[src/sv/cfcp_pkg.sv]
// shared types and constants for the crc8 checked command frame parser
// no dependencies; imported by every module of the block
package cfcp_pkg;

	localparam int ByteW  = 8;
	localparam int ValueW = 32;
	localparam int CfgIdxW = 2;

	localparam logic [ByteW-1:0] SignChar = 8'h2D;
	localparam logic [ByteW-1:0] ZeroChar = 8'h30;

	localparam logic [ByteW-1:0] PolyReset   = 8'h07;
	localparam logic [ByteW-1:0] FirstReset  = 8'h41;
	localparam logic [ByteW-1:0] SecondReset = 8'h42;

	// configuration register indexes
	typedef enum logic [CfgIdxW-1:0] {
		CFG_POLY   = 2'd0,
		CFG_FIRST  = 2'd1,
		CFG_SECOND = 2'd2
	} cfg_index_t;

	typedef enum logic [2:0] {
		ST_FIRST_CMD  = 3'd0,
		ST_SECOND_CMD = 3'd1,
		ST_UNKNOWN    = 3'd2,
		ST_TOO_SHORT  = 3'd3,
		ST_CRC_BAD    = 3'd4
	} status_t;

	typedef struct packed {
		logic [ByteW-1:0] poly;
		logic [ByteW-1:0] first_code;
		logic [ByteW-1:0] second_code;
	} cfg_t;

	typedef struct packed {
		status_t           status;
		logic [ByteW-1:0]  command;
		logic [ValueW-1:0] value;
		logic              overflow;
	} result_t;

endpackage

[src/sv/cfcp_crc8.sv]
// one byte step of an msb-first crc-8 with a programmable polynomial
// depends on cfcp_pkg
module cfcp_crc8 (
	input  logic [cfcp_pkg::ByteW-1:0] crc,
	input  logic [cfcp_pkg::ByteW-1:0] data,
	input  logic [cfcp_pkg::ByteW-1:0] poly,
	output logic [cfcp_pkg::ByteW-1:0] crc_next
);
	import cfcp_pkg::*;

	always_comb begin
		logic [ByteW-1:0] c;
		c = crc ^ data;
		for (int k = 0; k < ByteW; k++) begin
			if (c[ByteW-1]) begin
				c = {c[ByteW-2:0], 1'b0} ^ poly;
			end else begin
				c = {c[ByteW-2:0], 1'b0};
			end
		end
		crc_next = c;
	end

endmodule

[src/sv/cfcp_frame.sv]
// frame state: running crc, decimal accumulator, byte count, command, flags
// builds the result word for the final byte; depends on cfcp_pkg and cfcp_crc8
module cfcp_frame (
	input  logic                       clk,
	input  logic                       arst_n,
	input  logic                       accept,
	input  logic [cfcp_pkg::ByteW-1:0] frame_byte,
	input  logic                       is_last,
	input  cfcp_pkg::cfg_t             cfg,
	output cfcp_pkg::result_t          result
);
	import cfcp_pkg::*;

	localparam int ExactW = ValueW + 4;

	logic [ByteW-1:0]  crc_q;
	logic [ValueW-1:0] acc_q;
	logic [1:0]        seen_q;
	logic [ByteW-1:0]  command_q;
	logic              neg_q;
	logic              ovf_q;

	logic [ByteW-1:0]  crc_next;
	logic [ValueW-1:0] acc_next;
	logic [ExactW-1:0] acc_wide;
	logic [ExactW-1:0] exact;
	logic [ByteW:0]    digit;
	logic              ovf_step;

	cfcp_crc8 u_crc (
		.crc      (crc_q),
		.data     (frame_byte),
		.poly     (cfg.poly),
		.crc_next (crc_next)
	);

	// byte minus '0' as a signed 9 bit value
	assign digit    = {1'b0, frame_byte} - {1'b0, ZeroChar};
	assign acc_next = (acc_q << 3) + (acc_q << 1) + ValueW'(digit[ByteW-1:0])
		- ValueW'({digit[ByteW], 8'h00});
	assign acc_wide = {{(ExactW-ValueW){acc_q[ValueW-1]}}, acc_q};
	assign exact    = (acc_wide << 3) + (acc_wide << 1)
		+ {{(ExactW-ByteW-1){digit[ByteW]}}, digit};
	// exact value leaves the signed 32 bit range when the top bits disagree
	assign ovf_step = !((&exact[ExactW-1:ValueW-1]) || !(|exact[ExactW-1:ValueW-1]));

	always_ff @(posedge clk or negedge arst_n) begin
		if (!arst_n) begin
			crc_q     <= '0;
			acc_q     <= '0;
			seen_q    <= '0;
			command_q <= '0;
			neg_q     <= 1'b0;
			ovf_q     <= 1'b0;
		end else if (accept) begin
			if (is_last) begin
				crc_q     <= '0;
				acc_q     <= '0;
				seen_q    <= '0;
				command_q <= '0;
				neg_q     <= 1'b0;
				ovf_q     <= 1'b0;
			end else begin
				if (seen_q == 2'd0) begin
					command_q <= frame_byte;
				end else if (seen_q == 2'd1 && frame_byte == SignChar) begin
					neg_q <= 1'b1;
				end else begin
					acc_q <= acc_next;
					ovf_q <= ovf_q | ovf_step;
				end
				crc_q <= crc_next;
				if (seen_q != 2'd3) begin
					seen_q <= seen_q + 2'd1;
				end
			end
		end
	end

	always_comb begin
		result.command  = command_q;
		result.value    = '0;
		result.overflow = 1'b0;
		if (seen_q < 2'd2) begin
			result.status = ST_TOO_SHORT;
		end else if (crc_q != frame_byte) begin
			result.status = ST_CRC_BAD;
		end else begin
			if (command_q == cfg.first_code) begin
				result.status = ST_FIRST_CMD;
			end else if (command_q == cfg.second_code) begin
				result.status = ST_SECOND_CMD;
			end else begin
				result.status = ST_UNKNOWN;
			end
			result.value    = neg_q ? (ValueW'(0) - acc_q) : acc_q;
			result.overflow = ovf_q;
		end
	end

endmodule

[src/sv/crc8_checked_command_frame_parser.sv]
// crc8 checked command frame parser, top level
// a result word is registered and valid in the cycle after its final byte is accepted
// throughput: one byte per cycle while frame_ready is high, set by the combinational crc and x10 accumulate step
// the result register stalls input only while it holds a word that is not taken
// arst_n clears frame state, result valid and restores the register defaults
module crc8_checked_command_frame_parser (
	input  logic                        clk,
	input  logic                        arst_n,
	input  logic                        frame_valid,
	output logic                        frame_ready,
	input  logic [cfcp_pkg::ByteW-1:0]  frame_byte,
	input  logic                        is_last,
	output logic                        result_valid,
	input  logic                        result_ready,
	output logic [2:0]                  status,
	output logic [cfcp_pkg::ByteW-1:0]  command_byte,
	output logic signed [cfcp_pkg::ValueW-1:0] payload_value,
	output logic                        payload_overflow,
	input  logic                        cfg_write,
	input  logic [cfcp_pkg::CfgIdxW-1:0] cfg_index,
	input  logic [cfcp_pkg::ByteW-1:0]  cfg_data
);
	import cfcp_pkg::*;

	cfg_t    cfg_q;
	result_t result;
	result_t result_q;
	logic    valid_q;
	logic    accept;

	assign frame_ready = !valid_q || result_ready;
	assign accept      = frame_valid && frame_ready;

	always_ff @(posedge clk or negedge arst_n) begin
		if (!arst_n) begin
			cfg_q.poly        <= PolyReset;
			cfg_q.first_code  <= FirstReset;
			cfg_q.second_code <= SecondReset;
		end else if (cfg_write) begin
			unique case (cfg_index)
				CFG_POLY:   cfg_q.poly        <= cfg_data;
				CFG_FIRST:  cfg_q.first_code  <= cfg_data;
				CFG_SECOND: cfg_q.second_code <= cfg_data;
				default: ;
			endcase
		end
	end

	cfcp_frame u_frame (
		.clk        (clk),
		.arst_n     (arst_n),
		.accept     (accept),
		.frame_byte (frame_byte),
		.is_last    (is_last),
		.cfg        (cfg_q),
		.result     (result)
	);

	// result register, loaded by the final byte of a frame
	always_ff @(posedge clk or negedge arst_n) begin
		if (!arst_n) begin
			valid_q <= 1'b0;
		end else if (accept && is_last) begin
			valid_q <= 1'b1;
		end else if (result_ready) begin
			valid_q <= 1'b0;
		end
	end

	always_ff @(posedge clk) begin
		if (accept && is_last) begin
			result_q <= result;
		end
	end

	assign result_valid     = valid_q;
	assign status           = result_q.status;
	assign command_byte     = result_q.command;
	assign payload_value    = result_q.value;
	assign payload_overflow = result_q.overflow;

endmodule
[config.mk]
export PLATFORM = sky130hd
export DESIGN_NAME = crc8_checked_command_frame_parser
export DESIGN_NICKNAME = d
export VERILOG_FILES = /design/src/sv/cfcp_pkg.sv /design/src/sv/cfcp_crc8.sv /design/src/sv/cfcp_frame.sv /design/src/sv/crc8_checked_command_frame_parser.sv
export SDC_FILE = /design/constraint.sdc
export NUM_CORES = 1
export LEC_CHECK = 0
export BUFFER_PORTS_ARGS = -buffer_cell sky130_fd_sc_hd__buf_2
export CORE_AREA = 2 2 116 163
export DETAILED_ROUTE_END_ITERATION = 7
export DIE_AREA = 0 0 118 165
export GPL_ROUTABILITY_DRIVEN = 0
export GPL_TIMING_DRIVEN = 1
export PLACE_DENSITY = 0.75
export RECOVER_POWER = 25
export SLEW_MARGIN = 20
export SYNTH_ARGS = -nofsm -noshare
export SYNTH_HDL_FRONTEND = slang
export SYNTH_SLANG_ARGS = --single-unit
[constraint.sdc]
create_clock -name clk -period 5.4 [get_ports clk]
set_clock_uncertainty 0.2 [all_clocks]
set_input_delay 0 -clock clk [delete_from_list [all_inputs] [get_ports clk]]
set_output_delay 0 -clock clk [all_outputs]
set_load 0.02 [all_outputs]
# Word level (Yosys, flattened, before mapping)

Index checks and enable logic that the tools add are counted.

ROM bits: 0
Memories: 0
Memory bits (writable): 0
Latch bits: 0
Output and inout port bits: 46
Word-level logic and storage cells: 95
Flip-flop bits (word level): 121

Mux-type cells: 28
Reduce and logical (&&, ||, !) cells: 24
$add $sub $neg: 8
Order comparisons: 1
Div/mod/pow operators: 0
Bitwise operators: 10
Equality and inequality tests: 10
Shift operators: 0
Multiply operators: 0

Operators by type and width:

| cell                                                 | number |
|---|---|
| two-way mux 32 bit                                   | 4 |
| two-way mux 8 bit                                    | 11 |
| XOR 8 bit                                            | 9 |
| adder 35 x 33 -> 36 bit                              | 1 |
| adder 36 bit                                         | 1 |
| adder 32 bit                                         | 1 |
| adder 32 x 8 -> 32 bit                               | 1 |
| subtractor 1 x 32 -> 32 bit (first input constant)   | 1 |
| subtractor 32 x 9 -> 32 bit                          | 1 |
| equality test 8 bit                                  | 2 |
| AND reduction 2 bit                                  | 5 |
| subtractor 8 x 6 -> 9 bit (second input constant)    | 1 |
| equality test 8 x 6 -> 1 bit (second input constant) | 1 |
| two-way mux 1 bit                                    | 8 |
| inequality test 8 bit                                | 1 |
| nonzero test 2 bit                                   | 4 |
| two-way mux 2 bit                                    | 3 |
| two-way mux 3 bit                                    | 2 |
| inequality test 2 bit (second input constant)        | 3 |
| AND reduction 3 bit                                  | 2 |
| AND reduction 5 bit                                  | 1 |
| OR reduction 5 bit                                   | 1 |
| equality test 2 x 1 -> 1 bit (second input constant) | 2 |
| zero test 2 bit                                      | 2 |
| other kinds (8)                                      | 13 |

# Depth between registers and ports, before layout

Gate-level depths: netlist of run 1.

Depth after elaboration: 18
Gate-level depth with buffers: 19
Gate-level depth less buffers: 19

# Modules after synthesis

A second synthesis of run 1 with hierarchy kept.

Cells, all modules: 1177
Area, all modules: 11177.0 µm²

By module, submodules not included:

| module                            | area each (µm²) | cells an instance | times used | sequential area each (µm²) |
|---|---|---|---|---|
| cfcp_frame                        | 7420.9          | 879               | 1          | 1301.2 |
| crc8_checked_command_frame_parser | 2293.4          | 101               | 1          | 1955.6 |
| cfcp_crc8                         | 1462.7          | 197               | 1          | 0.0 |

# Worst setup path after synthesis of run 1

OpenSTA, ideal clock, no wires.

Kind: input -> register
From: input port frame_byte[4] (netlist bit)
To: register u_frame.ovf_q
Arrival time: 6.199 ns
Path buffers: 0
Required time: 4.951 ns
Setup slack: -1.248 ns
Stages on the path: 16
Cells stage by stage: ha_1 > nor3_1 > fa_1 > ha_1 > a21o_1 > a21o_1 > a21oi_1 > o211ai_1 > a31oi_1 > a2bb2oi_1 > o21ai_0 > o41ai_1 > xor2_1 > or4_1 > o211ai_1 > a21oi_1

Word-level cells in the longest chain between the ends: 10

Ends and longest elaborated chain:

| element                   | RTL line                                | RTL |
|---|---|---|
| from (decl)               | crc8_checked_command_frame_parser.sv:11 | `input logic [cfcp_pkg::ByteW-1:0] frame_byte,` |
| subtractor 8 x 6 -> 9 bit | cfcp_frame.sv:38                        | `assign digit = {1'b0, frame_byte} - {1'b0, ZeroChar};` |
| adder 36 bit              | cfcp_frame.sv:43                        | `+ {{(ExactW-ByteW-1){digit[ByteW]}}, digit};` |
| OR reduction 5 bit        | cfcp_frame.sv:45                        | `assign ovf_step = !((&exact[ExactW-1:ValueW-1]) \|\| !(\|exact[ExactW-1:ValueW-1]));` |
| zero test 1 bit           | cfcp_frame.sv:45                        |  |
| logical OR 1 bit          | cfcp_frame.sv:45                        |  |
| zero test 1 bit           | cfcp_frame.sv:45                        |  |
| OR 1 bit                  | cfcp_frame.sv:70                        | `ovf_q <= ovf_q \| ovf_step;` |
| two-way mux 1 bit         | cfcp_frame.sv:66                        | `end else if (seen_q == 2'd1 && frame_byte == SignChar) begin` |
| two-way mux 1 bit         | cfcp_frame.sv:64                        | `if (seen_q == 2'd0) begin` |
| two-way mux 1 bit         | cfcp_frame.sv:56                        | `if (is_last) begin` |
| to (signal assigned)      | cfcp_frame.sv:70                        |  |
| to (decl)                 | cfcp_frame.sv:21                        | `logic ovf_q;` |

Several ways; a longest one is shown, not always the timed one. The select of a mux whose other input is x is not followed.
A chain may end at the register's enable or synchronous reset.

# Worst setup path in the final report of run 1

Ends and elaborated chain as after synthesis.

==> results.md, run 1 <==
* XOR/XNOR share of the synthesized area at around 13%
* Met3 GRT Util at under 10%
* Largest family of logic cells by synthesized area: adder cells
* Max stage delay on crit path at 540 ps
* Mapped Avg Cell Area at around 10 sq um
* Final hold vios at 0
* Top-area cell type share of the netlist area at roughly 17%
* Layout Utilization at between 60% and 70%
* Chip width at ~120 microns
* Yosys reg bits at 121
* Die Height at 165 microns
* Crit-path max FO at 20
* Synth Area in Compound Gates at between 10% and 20%
* Synthesis Warnings at 0
* Slowest stage cell, crit path: dlygate4sd3_1
* Ranking of synthesized cells by area: dfrtp_1 (17%), ha_1 (15%), edfxtp_1 (13%), xnor2_1 (7.5%), fa_1 (7.2%)
* Tcrit/Tclk final at about 90%
* I/O Buffers at roughly 70
* Final worst path period need at ~5000 ps
* Critical Path AT at slightly above 5000 ps
* Max-Cap Viols at 1
* Adder-Cell Fraction of Synth Area at between 20% and 30%
* Cell count after synthesis at roughly 1100
* Most numerous cell in the Yosys netlist: inv_1
* First-pass GRT wire length at between 40 and 50 mm
* Post-synthesis mux area share at 3.30%
* Post-Synth Simple-Gate Area at 12.0%
* Routed WL per cell at between 15 and 20 microns
* Worst path required time at about 5500 ps
* M1 GR Usage at between 20% and 30%
* Hold Path Class: in -> reg
* Final wirelength at 25.6 mm
* Setup violations, final at 0
* Filler Cell Count at roughly 1400
* Core ar. at roughly 18000 sq um
* Clk slew on worst S/H paths at ~60 ps
* Total GRT Usage at a little over a quarter
* Num ports at 70
* Max Clk Rate at 0.201 GHz
* Largest net degree at the start of global routing at 78
* Violated checks: capacitance limit, slew limit
* Via count at approximately 8300
* DIE AREA at 19500 sq um
* Vias in the first global route at 8308
* Crit-path leading delay family: compound AO/OA/AOI/OAI gates
* Slew @ Worst Pin at 4250 ps
* CP Capture Type: flip-flop
* Crit path kind: in -> reg
* Syn Nets at approximately 1300
* Synth Flop Type: dfrtp_1
* Worst-Skew Late Latency at approximately 430 ps
* RSZ-0062 raised after global routing: false
* GRT Max-Usage Layer: met2
* Cts bufs inserted at 17
* Synth area leader: dfrtp_1
* Initial antenna violation count at 0
* Sequential cell area fraction in the yosys report at a little under a third
* Standard-cell rows at between 50 and 60
* Ant diodes at 0
* Sink Count at 121
* Setup TNS Final at 0 ps
* Critical path cell sequence: dlygate4sd3_1, buf_2, ha_1, nor3_4, buf_4, fa_1, ha_1, a21oi_1, nor2b_1, o21ai_0, o211ai_1, a31oi_1, a2bb2oi_1, o21ai_0, o41ai_2, xor2_1, or4_1, o211ai_1, a21oi_1
* Pins over their slew limit at 78
* Mapped cell area at 10600 sq um
* Slew HR at -184%
* Post-synth EDFFs at 44
* DR vias/cell at roughly 5.8
* DRC Markers at 0
* Status: complete, but fails checks
* Clk buf depth at 2
* # Post-CTS Setup Buffers at 0
* Detail Placement HPWL at about 19 mm
* Crit path buf inv count at 3
* Commonest cells in the netlist: inv_1 (129), ha_1 (125), xnor2_1 (90)
* Antenna-violating nets left at 0
* Post-synthesis async set-or-reset flop share at between 60 and 70%
* Initial Util at around three fifths
* GRT overflow at 0
* Layout cells sized above 1 at about 14%
* Unique cell type count in the Yosys netlist at 78
* Post-layout net count at about 1400
* Root Driver: clkbuf_16
* DRT iter0 DRCs at about 630
* H-Tree Depth at 4
* Pre-antenna DRT Iters at 5
* Crit path launch type: input pin
* CTS tree: yes
* Synth-to-layout area growth at 13.6%
* GRT met2 Usage at between 50% and 60%
==> cell usage in the layout, fill, tap and decap left out, types with 8 or more instances in the layout <==
master         count
a211oi_1           8
a21o_1            11
a21oi_1           37
a22o_1             9
buf_2             68
clkbuf_16         17
dfrtp_1           70
dlygate4sd3_1     25
edfxtp_1          44
fa_1              38
ha_1             125
inv_1            129
mux2_2            23
nand2_1           85
nand2b_1          13
nand3_1           20
nand4_1           13
nor2_1            70
nor2b_1           11
nor3_1            12
o21ai_0           48
o22ai_1           22
o31ai_1           13
o41ai_1            8
xnor2_1           90
xnor3_1            8
xor2_1            27
==> cells by family (layout without fill, tap and decap cells) <==
| kind of cell | count (synthesis) | in the layout |
|---|---|---|
| DFF | 121 | 121 |
| AOI/OAI and AO/OA | 213 | 213 |
| adders and majority gates | 163 | 163 |
| xor gates and xnor gates | 131 | 131 |
| buffers and inverters | 156 | 263 |
| and+or+nand+nor | 265 | 265 |
| muxes | 31 | 31 |
==> per-layer routing <==
layer | wire (microns) | share of wire (%)
met1 | 9990 | 39
met4 | 1020 | 4.0
met2 | 13700 | 53
met5 | 0 | 0
met3 | 894 | 3.5
==> cell type report <==
type / count / area, sq um / area share [%]
Tap cell: 240 / 300 / 2.50
Inverter: 130 / 488 / 4.06
Clock buffer: 21 / 460 / 3.83
Multi-Input combinational cell: 803 / 6750 / 56.2
Clock inverter: 11 / 109 / 0.906
Sequential cell: 121 / 3260 / 27.1
Timing Repair Buffer: 101 / 647 / 5.39
==> repair_timing <==
| item | CTS | global route |
|---|---|---|
| gates resized for setup | 0 | 1 |
| endpoints found under the hold margin | 113 | 0 |
| endpoints found under the setup margin | 0 | 1 |
| hold buffers | 25 | 0 |
==> per-stage QoR <==
step | hold slack (ps) | cells | area (sq um) | setup slack (ps)
after CTS | 122 | 1427 | 12000 | 294
final | 196 | 1427 | 12000 | 431
after global routing | 193 | 1427 | 12000 | 13.5
after floorplan | -496 | 1080 | 10600 | 555
after global placement | 32.4 | 1370 | 11200 | 631
after detailed placement | 26.5 | 1370 | 11200 | 437
==> worst min-delay path, cell delays in order <==
cell,delay (ps)
dlygate4sd3_1,520
buf_2,130
mux2_2,140
==> worst paths after layout <==
check / slack, ps / startpoint / to / cells past startpoint
worst max-delay path: 430 / frame_byte[4] / u_frame.ovf_q$_DFFE_PN0P_ / 19
min in group asynchronous: 1430 / arst_n / u_frame.acc_q[2]$_DFFE_PN0P_ / 2
worst max register to register: 530 / u_frame.acc_q[0]$_DFFE_PN0P_ / u_frame.acc_q[30]$_DFFE_PN0P_ / 19
max in group asynchronous: 1170 / arst_n / cfg_q[13]$_DFFE_PN0P_ / 2
worst min-delay path: 200 / cfg_data[7] / cfg_q[15]$_DFFE_PN0P_ / 3
worst min register to register: 310 / u_frame.crc_q[4]$_DFFE_PN0P_ / u_frame.crc_q[4]$_DFFE_PN0P_ / 2
==> flip-flops by register name, summed over array words and instances, names as in the netlist <==
name	count
payload_value	32
u_frame.acc_q	32
cfg_q	24
command_byte	8
u_frame.command_q	8
u_frame.crc_q	8
status	3
u_frame.seen_q	2
payload_overflow	1
result_valid	1
u_frame.neg_q	1
u_frame.ovf_q	1
Power of run 1 is not shown: default switching activity piles up to over one toggle a cycle in this logic, so the estimate is an artifact.
==> run 2, diff against run 1 <==
CORE_AREA = 2 2 157 128   (was 2 2 116 163)
DIE_AREA = 0 0 159 130   (was 0 0 118 165)
PLACE_DENSITY = 0.74   (was 0.75)
==> results.md, run 2 (synthesis results as in run 1) <==
* Worst path required time at 5460 ps (-40 ps)
* Worst setup startpoint: u_frame.acc_q[0]$_DFFE_PN0P_
* Total GRT Usage at 24.9% (-2.1 points)
* DR vias/cell at 5.63 (-2.9%)
* Crit-path max FO at 6 (-70%)
* Worst-Skew Late Latency at 430 ps (about the same)
* Root Driver: clkbuf_16
* Cts bufs inserted at 17 (unchanged)
* Met3 GRT Util at 4.80% (+0.45 points)
* Setup TNS Final at 0 ps (unchanged)
* Initial antenna violation count at 0 (unchanged)
* Largest net degree at the start of global routing at 78 (unchanged)
* Pins over their slew limit at 0 (-100%)
* Most common cell after layout, fill and taps aside: inv_1
* Vias in the first global route at 7805 (-6.1%)
* Hold Worst Slack at -60.6 ps (-256 ps)
* Crit-path leading delay family: compound AO/OA/AOI/OAI gates
* Reg2Reg Capture Point: u_frame.acc_q[24]$_DFFE_PN0P_
* Synth-to-layout area growth at 14.3%
* Hold Path Class: in -> async
* Max-Cap Viols at 0 (-1)
* Ant diodes at 0 (unchanged)
* First-pass GRT wire length at 40.6 mm (-1.6%)
* Most frequent cells in the layout: inv_1 (129), ha_1 (125), xnor2_1 (90)
* Reg-to-reg slack, setup at 540 ps (about the same)
* Routed WL per cell at 17.3 microns (-3.3%)
* Antenna-violating nets left at 0 (unchanged)
* DRT iter0 DRCs at 666 (+5.0%)
* GRT Max-Usage Layer: met2
* Crit Reg-Reg Startpoint: u_frame.acc_q[0]$_DFFE_PN0P_
* Core ar. at 19300 sq um (+7.9%)
* Slew @ Worst Pin at 963 ps (-3290 ps)
* Worst Setup EP: u_frame.acc_q[24]$_DFFE_PN0P_
* CTS tree: yes
* CP Capture Type: flip-flop
* Critical Path AT at 4920 ps (-140 ps)
* DIE AREA at 20700 sq um (+6.2%)
* Post-layout net count at 1369 (+0.59%)
* Clk slew on worst S/H paths at 60 ps (about the same)
* Layout Utilization at 62.5% (-4.5 points)
* M1 GR Usage at 36.3% (+7.1 points)
* Violated checks: hold timing
* Crit path kind: reg -> reg
* Slew HR at 35.4% (+220 points)
* Clk buf depth at 2 (unchanged)
* Final hold vios at 17 (+17)
* Initial Util at 54.7% (-4.3 points)
* DRC Markers at 0 (unchanged)
* Crit path launch type: flip-flop
* Via count at 8216 (-0.68%)
* Standard-cell rows at 46 (-21%)
* Sink Count at 121 (unchanged)
* Tcrit/Tclk final at 90.1% (-1.9 points)
* Filler Cell Count at 1578 (+16%)
* GRT met2 Usage at 38.0% (-13 points)
* Final worst path period need at 4860 ps (-104 ps)
* Num ports at 70 (unchanged)
* RSZ-0062 raised after global routing: false
* Chip width at 159 microns (+35%)
* Setup violations, final at 0 (unchanged)
* Worst R2R Path Depth at 19 (unchanged)
* Layout cells sized above 1 at 14.7% (+0.32 points)
* Max stage delay on crit path at 540 ps (about the same)
* Detail Placement HPWL at 18.2 mm (-4.4%)
* H-Tree Depth at 4 (unchanged)
* Max Clk Rate at 0.206 GHz (+2.1%)
* Final wirelength at 25.3 mm (-1.2%)
* Slowest stage cell, crit path: fa_1
* Status: complete, but fails checks
* Critical path cell sequence: inv_1, ha_1, inv_1, fa_1, inv_1, fa_1, nor2b_1, o21ai_0, a21boi_0, o21ai_0, a21boi_0, o21a_1, o21ai_0, o21ai_1, buf_4, a31oi_1, o311ai_0, xnor2_1, o22ai_1
* I/O Buffers at 69 (unchanged)
* Pre-antenna DRT Iters at 5 (unchanged)
* Die Height at 130 microns (-21%)
* GRT overflow at 0 (unchanged)
* Cell count along the critical path at 19 (unchanged)
* Crit path buf inv count at 4 (+1)
run 2: area by class of cell:
class	count	area, sq um	share of cell area [%]
timing repair buffer	109	732	6.06
tap	264	330	2.73
clock inverter	14	109	0.901
sequential	121	3260	27.0
clock buffer	18	429	3.55
inverter	130	488	4.04
multi-input combinational	803	6740	55.8
run 2: per-layer routing:
metal | vias to the layer above | wire (microns)
met2 | 297 | 10900
li1 | 3978 | -
met1 | 3910 | 12200
met3 | 31 | 1760
met5 | - | 0
met4 | 0 | 405
run 2: what timing repair did:
action | CTS | global route
hold buffers | 27 | 0
setup buffers | 0 | 5
resized for setup | 0 | 0
setup endpoints to repair | 0 | 1
hold endpoints to repair | 114 | 0
run 2: worst min path at each step:
| stage | from | endpoint | depth (start not counted) |
|---|---|---|---|
| final | arst_n | u_frame.acc_q[4]$_DFFE_PN0P_ | 2 |
| after global routing | arst_n | u_frame.acc_q[4]$_DFFE_PN0P_ | 2 |
| after CTS | cfg_index[1] | cfg_q[5]$_DFFE_PN0P_ | 3 |
| after detailed placement | arst_n | u_frame.acc_q[4]$_DFFE_PN0P_ | 1 |
| after global placement | arst_n | u_frame.acc_q[4]$_DFFE_PN0P_ | 1 |
| after floorplan | arst_n | cfg_q[0]$_DFFE_PN0P_ | 0 |
run 2: metrics by stage:
stage	hold slack [ps]	cells	instance area [sq um]	setup WS [ps]
after floorplan	-496	1080	10600	555
after global placement	36.1	1395	11200	668
after detailed placement	40.8	1395	11200	513
after CTS	46.9	1454	12000	277
after global routing	40.3	1459	12100	205
final	-60.6	1459	12100	536
Power of run 2 is left out for the same reason.
